===== config.mk =====
export PLATFORM = sky130hd
export DESIGN_NAME = in_order_receive_reorder_buffer_unit
export DESIGN_NICKNAME = d
export VERILOG_FILES = /design/src/rtl/core/iorb_pkg.sv /design/src/rtl/core/iorb_store.sv /design/src/rtl/core/in_order_receive_reorder_buffer_unit.sv
export VERILOG_INCLUDE_DIRS = /design/src /design/src/rtl/core
export SDC_FILE = /design/constraint.sdc
export NUM_CORES = 2
export LEC_CHECK = 0
export CAP_MARGIN = 15
export CORE_MARGIN = 10
export CORE_UTILIZATION = 50
export DETAILED_ROUTE_END_ITERATION = 8
export DONT_BUFFER_PORTS = 1
export HOLD_SLACK_MARGIN = 0.15
export PLACE_DENSITY = 0.7
export SYNTH_ARGS = -nofsm -noshare
export SYNTH_HDL_FRONTEND = slang
export SYNTH_SLANG_ARGS = --single-unit
export TNS_END_PERCENT = 1

===== constraint.sdc =====
create_clock -name clk -period 30.4 [get_ports clk]
set_input_delay 0 -clock clk [delete_from_list [all_inputs] [get_ports clk]]
set_output_delay 0 -clock clk [all_outputs]
set_load 0.005 [all_outputs]

===== src/rtl/core/in_order_receive_reorder_buffer_unit_assert.svh =====
// Assertion macros used by the reorder buffer unit.
`ifndef IN_ORDER_RECEIVE_REORDER_BUFFER_UNIT_ASSERT_SVH
`define IN_ORDER_RECEIVE_REORDER_BUFFER_UNIT_ASSERT_SVH
// Implication checked on every rising clock edge outside reset.
`define IORB_ASSERT_IMP(lbl, clk_s, rst_n, ante, cons) \
	lbl: assert property (@(posedge clk_s) disable iff (!rst_n) (ante) |-> (cons)) \
		else $error("assertion failed");
// Next-cycle implication checked outside reset.
`define IORB_ASSERT_NXT(lbl, clk_s, rst_n, ante, cons) \
	lbl: assert property (@(posedge clk_s) disable iff (!rst_n) (ante) |=> (cons)) \
		else $error("assertion failed");
`endif


===== src/rtl/core/iorb_pkg.sv =====
// ----------------------------------------------------------------------------
// iorb_pkg
// Types and constants of the in-order receive reorder buffer.
// ----------------------------------------------------------------------------
package iorb_pkg;
	localparam int unsigned SLOTS = 16;
	localparam int unsigned IDX_W = $clog2(SLOTS);
	localparam int unsigned CNT_W = $clog2(SLOTS + 1);

	localparam logic [3:0] K_DATA   = 4'd0;
	localparam logic [3:0] K_ACK    = 4'd1;
	localparam logic [3:0] K_SYN    = 4'd2;
	localparam logic [3:0] K_SYNACK = 4'd3;
	localparam logic [3:0] K_FIN    = 4'd4;
	localparam logic [3:0] K_FINACK = 4'd5;
	localparam logic [3:0] K_INFO   = 4'd7;

	typedef enum logic [2:0] {
		ST_IDLE,
		ST_FIND,
		ST_SHIFT,
		ST_REL,
		ST_COMPACT,
		ST_INFO,
		ST_REPLY,
		ST_FWD
	} state_t;

	typedef struct packed {
		logic [3:0]  kind;
		logic [31:0] seq;
		logic [31:0] src;
		logic [31:0] dst;
		logic [31:0] pay;
	} entry_t;

	// Room left in the buffer, masked to the four-bit result field.
	function automatic logic [3:0] room(input logic [CNT_W-1:0] cnt);
		logic [CNT_W:0] cap;
		logic [CNT_W:0] diff;
		begin
			cap = (CNT_W + 1)'(SLOTS - 1);
			diff = cap - {1'b0, cnt};
			room = ({1'b0, cnt} >= cap) ? 4'd0 : diff[3:0];
		end
	endfunction
endpackage


===== src/rtl/core/iorb_store.sv =====
// ----------------------------------------------------------------------------
// iorb_store
// Held entry memory: one write port, one registered read port.
// ----------------------------------------------------------------------------
module iorb_store (
	input  logic                         clk,
	input  logic                         we,
	input  logic [iorb_pkg::IDX_W-1:0]   waddr,
	input  iorb_pkg::entry_t             wdata,
	input  logic [iorb_pkg::IDX_W-1:0]   raddr,
	output iorb_pkg::entry_t             rdata
);
	iorb_pkg::entry_t mem_q [iorb_pkg::SLOTS];

	always_ff @(posedge clk) begin
		if (we) begin
			mem_q[waddr] <= wdata;
		end
		rdata <= mem_q[raddr];
	end
endmodule


===== src/rtl/core/in_order_receive_reorder_buffer_unit.sv =====
// A forwarded ACK or FINACK and the acknowledgement of an old sequence appear
// in the cycle after acceptance; a stored item is read and then acted on entry
// by entry in each pass through the find, shift, release and compact states.
// Throughput: one item at a time; busy stays high until the last result is out.
// Results come with a strobe, at most one per cycle; the receiver cannot stall.
// Reset: asynchronous; clears the held count, last delivered and the sequencer.
// ----------------------------------------------------------------------------
// in_order_receive_reorder_buffer_unit
// Sorted insertion and in-order release of packet headers.
// ----------------------------------------------------------------------------
`include "in_order_receive_reorder_buffer_unit_assert.svh"
module in_order_receive_reorder_buffer_unit (
	input  logic        clk,
	input  logic        arst_n,
	input  logic        start,
	output logic        busy,
	input  logic [3:0]  kind,
	input  logic [31:0] sequence_req,
	input  logic [31:0] ack_number,
	input  logic [31:0] source_addr,
	input  logic [31:0] dest_addr,
	input  logic [31:0] payload_tag,
	output logic        strobe,
	output logic        toward_network,
	output logic [3:0]  out_kind,
	output logic [31:0] out_sequence,
	output logic [31:0] out_ack,
	output logic [31:0] out_source,
	output logic [31:0] out_dest,
	output logic [3:0]  free_slots,
	output logic [31:0] out_payload,
	output logic        last_of_run
);
	localparam int unsigned IW = iorb_pkg::IDX_W;
	localparam int unsigned CW = iorb_pkg::CNT_W;

	iorb_pkg::state_t state_q, state_d;
	logic [31:0]      last_q;
	logic [CW-1:0]    cnt_q;
	logic [CW-1:0]    ptr_q;   // scan position
	logic [CW-1:0]    sh_q;    // insert point
	logic [CW-1:0]    rel_q;   // entries released in this run
	logic             ph_q;    // high when rdata holds the entry read for this step
	iorb_pkg::entry_t in_q;
	logic [31:0]      ack_q;

	logic             we;
	logic [IW-1:0]    waddr, raddr;
	iorb_pkg::entry_t wdata, rdata;

	logic          storable, is_fwd, has_room, accept;
	logic          at_end, at_hole, pack_done;
	logic [CW-1:0] src_idx;
	logic [3:0]    reply_kind;
	logic [31:0]   cmp_b;
	logic          cmp_lt, cmp_eq;

	iorb_store u_store (
		.clk(clk), .we(we), .waddr(waddr), .wdata(wdata),
		.raddr(raddr), .rdata(rdata)
	);

	assign storable = (kind == iorb_pkg::K_DATA) || (kind == iorb_pkg::K_SYN)
		|| (kind == iorb_pkg::K_FIN);
	assign is_fwd = (kind == iorb_pkg::K_ACK) || (kind == iorb_pkg::K_FINACK);
	assign has_room = cnt_q < CW'(iorb_pkg::SLOTS - 1);
	assign busy = (state_q != iorb_pkg::ST_IDLE);
	assign accept = start && !busy;
	assign at_end = (ptr_q == cnt_q);
	assign at_hole = (ptr_q == sh_q);
	assign src_idx = ptr_q + rel_q;
	assign pack_done = (rel_q == '0) || (src_idx == cnt_q);
	assign reply_kind = (in_q.kind == iorb_pkg::K_DATA) ? iorb_pkg::K_ACK
		: (in_q.kind == iorb_pkg::K_SYN) ? iorb_pkg::K_SYNACK : iorb_pkg::K_FINACK;

	// Shared compare unit: one stored sequence against a target.
	always_comb begin
		cmp_b = (state_q == iorb_pkg::ST_FIND) ? in_q.seq : last_q + 32'd1;
		cmp_lt = rdata.seq < cmp_b;
		cmp_eq = rdata.seq == cmp_b;
	end

	always_comb begin
		state_d = state_q;
		unique case (state_q)
			iorb_pkg::ST_IDLE: begin
				if (accept) begin
					if (is_fwd) begin
						state_d = iorb_pkg::ST_FWD;
					end else if (storable && has_room) begin
						state_d = (sequence_req > last_q) ? iorb_pkg::ST_FIND
							: iorb_pkg::ST_REPLY;
					end
				end
			end
			iorb_pkg::ST_FIND: begin
				if (at_end) begin
					state_d = iorb_pkg::ST_SHIFT;
				end else if (ph_q && !cmp_lt) begin
					state_d = cmp_eq ? iorb_pkg::ST_REL : iorb_pkg::ST_SHIFT;
				end
			end
			iorb_pkg::ST_SHIFT: begin
				if (at_hole) state_d = iorb_pkg::ST_REL;
			end
			iorb_pkg::ST_REL: begin
				if ((!ph_q && at_end) || (ph_q && !cmp_eq)) state_d = iorb_pkg::ST_COMPACT;
			end
			iorb_pkg::ST_COMPACT: begin
				if (pack_done) state_d = iorb_pkg::ST_INFO;
			end
			iorb_pkg::ST_INFO: state_d = iorb_pkg::ST_REPLY;
			iorb_pkg::ST_REPLY: state_d = iorb_pkg::ST_IDLE;
			iorb_pkg::ST_FWD: state_d = iorb_pkg::ST_IDLE;
		endcase
	end

	// Shifting walks from the top down: read ptr_q-1, then write it to ptr_q.
	always_comb begin
		we = 1'b0;
		waddr = ptr_q[IW-1:0];
		wdata = rdata;
		raddr = ptr_q[IW-1:0];
		unique case (state_q)
			iorb_pkg::ST_SHIFT: begin
				if (at_hole) begin
					we = 1'b1;
					waddr = sh_q[IW-1:0];
					wdata = in_q;
				end else begin
					raddr = IW'(ptr_q - CW'(1));
					we = ph_q;
				end
			end
			iorb_pkg::ST_COMPACT: begin
				raddr = src_idx[IW-1:0];
				we = ph_q && !pack_done;
			end
			iorb_pkg::ST_IDLE, iorb_pkg::ST_FIND, iorb_pkg::ST_REL,
			iorb_pkg::ST_INFO, iorb_pkg::ST_REPLY, iorb_pkg::ST_FWD: ;
		endcase
	end

	always_comb begin
		strobe = 1'b0;
		toward_network = 1'b0;
		out_kind = '0;
		out_sequence = '0;
		out_ack = '0;
		out_source = '0;
		out_dest = '0;
		free_slots = '0;
		out_payload = '0;
		last_of_run = 1'b0;
		unique case (state_q)
			iorb_pkg::ST_FWD: begin
				strobe = 1'b1;
				out_kind = in_q.kind;
				out_sequence = in_q.seq;
				out_ack = ack_q;
				out_source = in_q.src;
				out_dest = in_q.dst;
				out_payload = in_q.pay;
				last_of_run = 1'b1;
			end
			iorb_pkg::ST_REL: begin
				if (ph_q && cmp_eq) begin
					strobe = 1'b1;
					out_kind = rdata.kind;
					out_sequence = rdata.seq;
					out_source = rdata.src;
					out_dest = rdata.dst;
					out_payload = rdata.pay;
				end
			end
			iorb_pkg::ST_INFO: begin
				strobe = 1'b1;
				out_kind = iorb_pkg::K_INFO;
				free_slots = iorb_pkg::room(cnt_q);
			end
			iorb_pkg::ST_REPLY: begin
				strobe = 1'b1;
				toward_network = 1'b1;
				out_kind = reply_kind;
				out_ack = last_q;
				out_source = in_q.dst;
				out_dest = in_q.src;
				free_slots = iorb_pkg::room(cnt_q);
				last_of_run = 1'b1;
			end
			iorb_pkg::ST_IDLE, iorb_pkg::ST_FIND, iorb_pkg::ST_SHIFT,
			iorb_pkg::ST_COMPACT: ;
		endcase
	end

	always_ff @(posedge clk or negedge arst_n) begin
		if (!arst_n) begin
			state_q <= iorb_pkg::ST_IDLE;
			last_q <= '0;
			cnt_q <= '0;
			ptr_q <= '0;
			sh_q <= '0;
			rel_q <= '0;
			ph_q <= 1'b0;
			in_q <= '0;
			ack_q <= '0;
		end else begin
			state_q <= state_d;
			unique case (state_q)
				iorb_pkg::ST_IDLE: begin
					ptr_q <= '0;
					rel_q <= '0;
					ph_q <= 1'b0;
					if (accept) begin
						in_q <= {kind, sequence_req, source_addr, dest_addr, payload_tag};
						ack_q <= ack_number;
					end
				end
				iorb_pkg::ST_FIND: begin
					if (at_end) begin
						sh_q <= ptr_q;
						ptr_q <= cnt_q;
						ph_q <= 1'b0;
					end else if (!ph_q) begin
						ph_q <= 1'b1;
					end else begin
						ph_q <= 1'b0;
						if (cmp_lt) begin
							ptr_q <= ptr_q + CW'(1);
						end else if (cmp_eq) begin
							// Duplicate: the older copy stays, go straight to release.
							ptr_q <= '0;
						end else begin
							sh_q <= ptr_q;
							ptr_q <= cnt_q;
						end
					end
				end
				iorb_pkg::ST_SHIFT: begin
					if (at_hole) begin
						cnt_q <= cnt_q + CW'(1);
						ptr_q <= '0;
						ph_q <= 1'b0;
					end else if (!ph_q) begin
						ph_q <= 1'b1;
					end else begin
						ptr_q <= ptr_q - CW'(1);
						ph_q <= 1'b0;
					end
				end
				iorb_pkg::ST_REL: begin
					if (!ph_q) begin
						if (at_end) ptr_q <= '0;
						else ph_q <= 1'b1;
					end else begin
						ph_q <= 1'b0;
						if (cmp_eq) begin
							last_q <= last_q + 32'd1;
							ptr_q <= ptr_q + CW'(1);
							rel_q <= rel_q + CW'(1);
						end else begin
							ptr_q <= '0;
						end
					end
				end
				iorb_pkg::ST_COMPACT: begin
					if (pack_done) begin
						cnt_q <= cnt_q - rel_q;
					end else if (!ph_q) begin
						ph_q <= 1'b1;
					end else begin
						ptr_q <= ptr_q + CW'(1);
						ph_q <= 1'b0;
					end
				end
				iorb_pkg::ST_INFO, iorb_pkg::ST_REPLY, iorb_pkg::ST_FWD: ;
			endcase
		end
	end

	`IORB_ASSERT_IMP(a_cnt_bound, clk, arst_n, 1'b1, cnt_q < CW'(iorb_pkg::SLOTS))
	`IORB_ASSERT_IMP(a_last_has_strobe, clk, arst_n, last_of_run, strobe)
	`IORB_ASSERT_IMP(a_strobe_while_busy, clk, arst_n, strobe, busy)
	`IORB_ASSERT_NXT(a_run_ends_idle, clk, arst_n, last_of_run, state_q == iorb_pkg::ST_IDLE)
endmodule


==> metrics.txt <==
Lkg Pwr=0.03987 µW; Worst-Skew Late Latency=0.89 ns; Post-synth EDFFs=2112; I/O pins=339; post-DP HPWL=140000 µm; asr flop ratio synth=8.929%; grt peak-use layer=met2; Least-Margin Pin Slew=1.310 ns; Worst Hold Launch=sequence_req[0]; CP endpoint kind=output pin; YS warnings=0; design area=0.1149 mm²; setup TNS=0 ns; min cycle time layout=7.058 ns; # Post-CTS Setup Buffers=0; Synth top cells by count=2112 x edfxtp_1, 1975 x nand2_1, 402 x clkbuf_1; Final Max Slew Viols=0; cell-internal power=8224 µW; placed cell areas=0.1031 mm²; FP Rows=164; initial drt markers=7990; vias in the first global route=62196; root buf cell=clkbuf_16; CTS buffer count=241; Yosys top cell area share=62.88%; Clk pin slew, worst setup/hold paths=0.06 ns; layout cells sized above 1=9.985%; first-pass GRT wire length=404600 µm; area of the die=0.2201 mm²; Final Routed Wirelength=276800 µm; Core Box Area=0.2003 mm²; RSZ-0062 raised after global routing=no; reg2reg start=ptr_q[3]$_DFFE_PN0P_; WP data arrival=7.06 ns; Comb pwr share=39.3%; antenna violations before repair=13; Max Freq=141.7 MHz; crit path from=last_q[0]$_DFFE_PN0P_; critical path launch point type=register; # DRC=0; DIE HEIGHT=469.1 µm; starting density of the core=50.36%; synthesized instance count=7770; synthesized area=0.1009 mm²; met3 Use GR=4.791%; FF-to-FF setup slack=23.77 ns; met2 usage=37.50%; sequential area share after synthesis=70.96%; P per Cell Area=117.1 mW/mm²; P&R area growth vs syn=13.91%; max_cap viols=0; total gr overflow=0; largest net degree at the start of global routing=230; Crit Path Class=reg -> out; dominant synthesized flop cell=edfxtp_1; CTS H-tree depth=4; Vias=64888; post-synth top area cell=edfxtp_1; # setup viols final=0; Net Sw Frac=38.87%; Critical Path RT=30.40 ns; fin crit share=23.22%; Final Power=13450 µW; NetSw=5229 µW; status=completed; input/output buffers=0; sequential power share=37.7%; Clock Sinks=2464; most common cell in the netlist=edfxtp_1; Nets=8162; post-synthesis register bit count=2464; hold_buf cts=337; CTS tree=done; met1 global-route usage=33.91%; DR pass1 iterations=8; WL/cell=25.63 µm; global-route usage over all layers=24.24%; DRT antenna net count=0; worst-case clock buffer depth=3; IR drop worst, VDD=0.1996 mV; Clock Power Share=23.0%; synth top area cells=edfxtp_1 63%, nand2_1 7.4%, dfrtp_1 5.5%; Die Wd=469.1 µm; Hold WC Path Type=in -> reg; post_cts resized=0; pre-CTS setup slack=23.92 ns; Final WS setup=23.34 ns; critical path peak fanout=57; post-synth cell types=69; Via density=6.009; Synthesized Nets=8017; average size of a mapped cell=12.98 µm²; relative slew slack=12.68%; routability congestion estimate from global placement=0.9024; clk_skew=0.03836 ns; count of final hold-check violations=0
## area by class of cell
| type | instances | area, µm² |
|---|---|---|
| Fill cell | 15512 | 85390 |
| Sequential cell | 2464 | 71580 |
| Multi-Input combinational cell | 4730 | 27160 |
| Clock buffer | 318 | 6531 |
| Timing Repair Buffer | 427 | 4329 |
| Tap cell | 2656 | 3323 |
| Clock inverter | 142 | 1743 |
| Inverter | 51 | 191.4 |
| Antenna cell | 11 | 27.53 |
## registers in the layout, summed over array words and instances (netlist names)
register,cells
ptr_q,5
u_store.mem_q,2112
ack_q,32
in_q,132
u_store.rdata,132
cnt_q,5
state_q,3
sh_q,5
ph_q,1
last_q,32
rel_q,5
## final timing paths
check	endpoint	cells after the start
hold reg to reg	last_q[16]$_DFFE_PN0P_	1
setup reg to reg	u_store.rdata[38]$_DFF_P_	17
setup / recovery	out_payload[31]	18
hold / removal	state_q[1]$_DFFE_PN0P_	7
max in group asynchronous	in_q[32]$_DFFE_PN0P_	5
min in group asynchronous	ack_q[19]$_DFFE_PN0P_	4
## layout by cell type, fill, tap and decap left out, types with 135 or more instances in the layout
master         count
a211oi_1         265
a31oi_1          268
and2_1           266
clkbuf_16        242
dfrtp_1          218
dlygate4sd3_1    335
edfxtp_1        2112
mux2_2           299
nand2_1         1971
nand3_1          301
nor2_1           173
o21ai_0          353
o22ai_1          135
## metal layers
metal / share of wire, % / wire length (µm) / vias up
li1: - / - / 28849
met5: 0.0033 / 9 / -
met3: 9.7 / 26780 / 575
met1: 41 / 112700 / 32291
met2: 46 / 126500 / 3171
met4: 3.9 / 10860 / 2
## cell families after synthesis
| family | after synthesis | share of synthesized area, % |
|---|---|---|
| buffers and inverters | 576 | 2.301 |
| AO/OA/AOI/OAI | 1341 | 8.847 |
| multiplexers | 399 | 4.331 |
| XOR/XNOR | 86 | 0.7617 |
| flip-flops | 2464 | 70.96 |
| adder cells (fa/ha/maj) | 80 | 1.007 |
| AND/OR/NAND/NOR | 2824 | 11.79 |
## critical path, stage by stage (launching register included)
cell and delay [ns]:
dfrtp_1 0.50, ha_1 0.26, and3_1 0.24, nand3_1 0.17, nor2_1 0.40, nand3_1 0.22, nor4_2 0.64, nand3_1 0.18
xnor2_1 0.16, nor2_1 0.09, a21oi_1 0.05, ha_1 0.34, nand4_1 0.14, nor3_1 0.42, nand3_1 0.21, nor2_4 0.80
buf_4 0.77, a22oi_1 0.33, nor2_1 0.24
## power by group through the flow
stage | Combinational (µW) | Sequential, µW | Clock, µW
after floorplan | 3730 | 4830 | 0
after global placement | 4860 | 5120 | 0
after detailed placement | 4980 | 5110 | 0
after CTS | 5220 | 5050 | 3130
after global routing | 5810 | 5080 | 3260
final | 5290 | 5070 | 3090
## per-stage QoR
step / hold slack (ns) / utilization [%] / cells
floorplan: -0.2956 / - / 7770
global placement: -0.2876 / 51.50 / 9990
detailed placement: -0.2860 / 51.50 / 9990
CTS: 0.1722 / 57.34 / 10787
global route: 0.2521 / 57.35 / 10789
finish: 0.2407 / 57.36 / 10799
Note: power is estimated with default switching activity, not from simulation.
